### config.mk
export PLATFORM = sky130hd
export DESIGN_NAME = bfc_cell
export DESIGN_NICKNAME = d
export VERILOG_FILES = /design/src/hw/rtl/bfc_pkg.sv /design/src/hw/rtl/bfc_cell.sv
export SDC_FILE = /design/constraint.sdc
export NUM_CORES = 1
export LEC_CHECK = 0
export BUFFER_PORTS_ARGS = -buffer_cell sky130_fd_sc_hd__buf_2
export CAP_MARGIN = 10
export CORE_UTILIZATION = 31
export CTS_BUF_LIST = sky130_fd_sc_hd__clkbuf_4 sky130_fd_sc_hd__clkbuf_8
export DETAILED_ROUTE_END_ITERATION = 16
export PLACE_DENSITY = 0.56
export SLEW_MARGIN = 30
export SYNTH_ARGS = -nofsm -noshare
export SYNTH_HDL_FRONTEND = slang
export SYNTH_SLANG_ARGS = --single-unit
export TNS_END_PERCENT = 30
### constraint.sdc
create_clock -name clk -period 16.45 [get_ports clk]
set_clock_uncertainty 0.05 [all_clocks]
set_input_delay 0.8225 -clock clk [delete_from_list [all_inputs] [get_ports clk]]
set_output_delay 0.8225 -clock clk [all_outputs]
set_load 0.01 [all_outputs]
### src/hw/rtl/bfc_pkg.sv
`timescale 1ns / 1ps
// ----------------------------------------------------------------------------
// bfc_pkg
// Shared types and constants for the FNV-1a Bloom filter core.
// ----------------------------------------------------------------------------
package bfc_pkg;

	localparam int unsigned DEF_MAX_BITS   = 65536;
	localparam int unsigned DEF_MAX_HASHES = 8;

	localparam logic [31:0] FNV_BASIS = 32'd2166136261;
	localparam logic [31:0] FNV_PRIME = 32'd16777619;

	localparam int unsigned FB_W      = 17;
	localparam int unsigned HF_W      = 4;
	localparam int unsigned CFG_IDX_W = 2;
	localparam int unsigned CFG_W     = 17;

	localparam logic [FB_W-1:0] FB_RESET = 17'd65536;
	localparam logic [HF_W-1:0] HF_RESET = 4'd3;

	localparam logic [CFG_IDX_W-1:0] CFG_FILTER_BITS = 2'd0;
	localparam logic [CFG_IDX_W-1:0] CFG_HASH_FUNCS  = 2'd1;

	localparam logic OP_ADD   = 1'b0;
	localparam logic OP_QUERY = 1'b1;

	// dividend bits walked by the serial modulo
	localparam int unsigned MOD_STEPS = 32;

	typedef enum logic [2:0] {
		ST_CLEAR,
		ST_IDLE,
		ST_MOD,
		ST_PROBE,
		ST_DRAIN,
		ST_HOLD
	} state_t;

	typedef struct packed {
		logic upd;
		logic load;
		logic step;
		logic shift;
	} cell_ctl_t;

endpackage

### src/hw/rtl/bfc_cell.sv
`timescale 1ns / 1ps
// ----------------------------------------------------------------------------
// bfc_cell
// One hash lane: running FNV-1a hash, bit-serial modulo and a shift stage
// that passes bit positions along the chain.
// ----------------------------------------------------------------------------
module bfc_cell #(
	parameter int unsigned MAX_BITS = bfc_pkg::DEF_MAX_BITS,
	parameter logic [31:0] SEED     = bfc_pkg::FNV_BASIS,
	localparam int unsigned MW      = $clog2(MAX_BITS + 1)
) (
	input  logic                clk,
	input  logic                arst_n,
	input  bfc_pkg::cell_ctl_t  ctl,
	input  logic [7:0]          key_byte,
	input  logic [MW-1:0]       modulus,
	input  logic [MW-1:0]       rem_in,
	output logic [MW-1:0]       rem_out
);

	logic [31:0] hash_q;
	logic [31:0] div_q;
	logic [MW-1:0] rem_q;
	logic [31:0] mix;
	logic [31:0] hash_nx;
	logic [MW:0] trial;
	logic [MW-1:0] rem_nx;

	always_comb begin
		mix     = hash_q ^ {24'd0, key_byte};
		hash_nx = ctl.upd ? 32'(mix * bfc_pkg::FNV_PRIME) : hash_q;
		trial   = {rem_q, div_q[31]};
		if (trial >= {1'b0, modulus}) begin
			trial = trial - {1'b0, modulus};
		end
		rem_nx  = trial[MW-1:0];
	end

	always_ff @(posedge clk or negedge arst_n) begin
		if (!arst_n) begin
			hash_q <= SEED;
		end else if (ctl.load) begin
			hash_q <= SEED;
		end else if (ctl.upd) begin
			hash_q <= hash_nx;
		end
	end

	always_ff @(posedge clk) begin
		if (ctl.load) begin
			div_q <= hash_nx;
			rem_q <= '0;
		end else if (ctl.step) begin
			div_q <= {div_q[30:0], 1'b0};
			rem_q <= rem_nx;
		end else if (ctl.shift) begin
			rem_q <= rem_in;
		end
	end

	assign rem_out = rem_q;

endmodule

==> flow_metrics.py <==
metrics = {
    "cells_and_area": {
        "drive_above_1_share_pct": 11.3,
        "diodes": 0,
        "nNetsFinal": 1497,
        "final_cell_mix": "inv_1, ha_1, fa_1",
        "fillers": 3434,
        "area_growth_pct": 9.67,
        "final_common_cell": "inv_1",
    },
    "grt": {
        "grt_first_pass_wirelength_mm": 42.0,
        "first_global_vias": 8152,
        "track_usage_pct": 15.7,
        "antenna_found_initial": 2,
        "gr-total-overflow": 0,
        "grt_max_degree": 45,
    },
    "clock_network": {
        "path_clk_slew_ns": 0.09,
        "cts_root_buf": "clkbuf_8",
        "cts_buffer_depth": 2,
        "postCtsHoldBufs": 0,
        "cts_resized": 0,
        "htreeDepth": 3,
        "cts.sinks": 81,
        "clock_latency_ns": 0.38,
        "cts_setup_buffers": 0,
        "numCtsBuffers": 9,
        "cts_tree": "yes",
    },
    "timing": {
        "tightest_slew_ns": 0.833,
        "slew_violations": 0,
        "fin_crit_sh_pct": 37.9,
        "layout_min_cycle_time_ns": 6.23,
        "tns_ns": 0,
        "holdWs_ns": 0.465,
        "final-hold-violation-count": 0,
        "slew_headroom_pct": 44.5,
        "rsz0062_at_grt": "false",
        "setup_viol": 0,
        "max_freq_mhz": 161,
    },
    "logic_synthesis": {
        "yosysTopAreaCellShare_pct": 24.0,
        "synthArstFlopShare_pct": 39.5,
        "yosys.area.top_type": "ha_1",
        "yosysSeqAreaShare_pct": 20.1,
        "synth_edf_count": 32,
        "ys_ff_latch": 81,
        "yosysWarnings": 0,
        "synthesis.nets": 1442,
        "ys_types": 74,
        "synth.area.top_cells": "ha_1, fa_1, edfxtp_1",
        "synthCells": 1117,
        "dominantRegCellSynth": "edfxtp_1",
        "syn_area_um2": 10500,
        "synth.avg_cell_area_um2": 9.42,
    },
    "floorplanning": {
        "dieArea_um2": 34700,
        "start_util_pct": 31.5,
        "core_um2": 33400,
        "die_w_um": 186,
        "floorplan.rows": 67,
        "die_h_um": 186,
        "pin_count": 65,
    },
    "placement": {
        "globalplace.congestion": 0.864,
        "port-buffer-count": 64,
        "dpl.hpwl_mm": 20.5,
    },
    "worst_setup_path": {
        "cp-startpoint": "key_byte[5]",
        "path_max_fanout": 6,
        "critPathRequiredTime_ns": 16.50,
        "criticalPathCategory": "input pin to flip-flop",
        "r2r_start": "hash_q[6]",
        "critical_path_arrival_ns": 6.28,
        "end_kind": "flip-flop",
        "crit_path_start_kind": "input pin",
    },
    "drt": {
        "drt_wl_total_mm": 25.6,
        "drtPass1Iterations": 5,
        "viasPerCell": 4.84,
        "routedWlPerCell_um": 15.7,
        "vias": 7872,
        "drt_iter0_markers": 338,
        "final_antenna_net_count": 0,
        "drcViolationCount": 0,
    },
    "min_path": {
        "min-delay-start": "rem_out[8]",
        "hp-class": "flip-flop to flip-flop",
    },
    "status": {
        "status": "finished, final reports clean",
    },
    "run": {
        "drv_cap": 0,
    },
}
worst paths after layout:
check	end	slack (ns)	cells after the start
setup reg to reg	div_q[28]	10.28	18
setup / recovery	div_q[28]	10.22	19
hold reg to reg	rem_out[9]	0.47	2
max in group asynchronous	hash_q[21]	15.33	1
hold / removal	rem_out[9]	0.47	2
min in group asynchronous	hash_q[5]	0.49	1
critical path, stage by stage:
cell	delay, ns
buf_2	0.12
xor2_1	0.50
ha_1	0.35
ha_1	0.31
fa_1	0.43
ha_1	0.23
fa_1	0.48
ha_1	0.29
inv_1	0.05
fa_1	0.54
inv_1	0.04
ha_1	0.35
a21o_1	0.21
a211oi_1	0.38
a2bb2oi_2	0.31
a211oi_1	0.16
or4_1	0.48
nand3_1	0.12
a31oi_1	0.09
stage by stage:
step	utilization [%]	area (µm²)	instances	setup WS [ns]
final	34.5	11500	1625	10.22
after floorplan	-	10500	1117	10.44
after detailed placement	33.9	11300	1609	9.81
after global placement	33.9	11300	1609	9.91
after CTS	34.5	11500	1625	10.22
after global routing	34.5	11500	1625	9.85
sequential cells by signal, summed over array words and instances, names as in the netlist:
signal,cells
div_q,32
hash_q,32
rem_out,17
area by class of cell:
cell class	count	area, µm²	area share, %
sequential	81	2120	18.4
multi-input combinational	800	7500	65.0
clock buffer	10	131	1.14
tap	448	561	4.86
timing repair buffer	70	365	3.17
inverter	210	788	6.83
clock inverter	6	75.1	0.650
cells in the mapped netlist, types with 14 or more instances:
library cell,count
xnor2_1,26
fa_1,75
nor2b_1,24
a21o_1,14
clkbuf_1,16
mux2i_1,31
o21ai_0,41
a21oi_1,56
nor2_1,74
inv_1,209
dfrtp_1,18
a31oi_1,21
dfstp_2,14
a211oi_1,15
ha_1,202
edfxtp_1,32
xor2_1,27
dfxtp_1,17
nand2_1,43
layer usage:
layer | up-vias | GRT usage [%] | routed length, µm
li1 | 3931 | - | -
met1 | 3796 | 21.4 | 12700
met2 | 117 | 26.3 | 11800
met3 | 24 | 2.39 | 767
met4 | 4 | 2.98 | 290
met5 | - | 0 | 27
cells by family after synthesis:
kind of cell,synth area share [%]
compound gates,14.9
xor+xnor,4.41
fa+ha+maj,38.3
buf+inv,8.58
flops,20.1
mux,4.13
simple gates,9.57
Power is left out: the tool's default activity adds up to more than one toggle a clock period on the data nets, which glitch-free logic cannot reach.
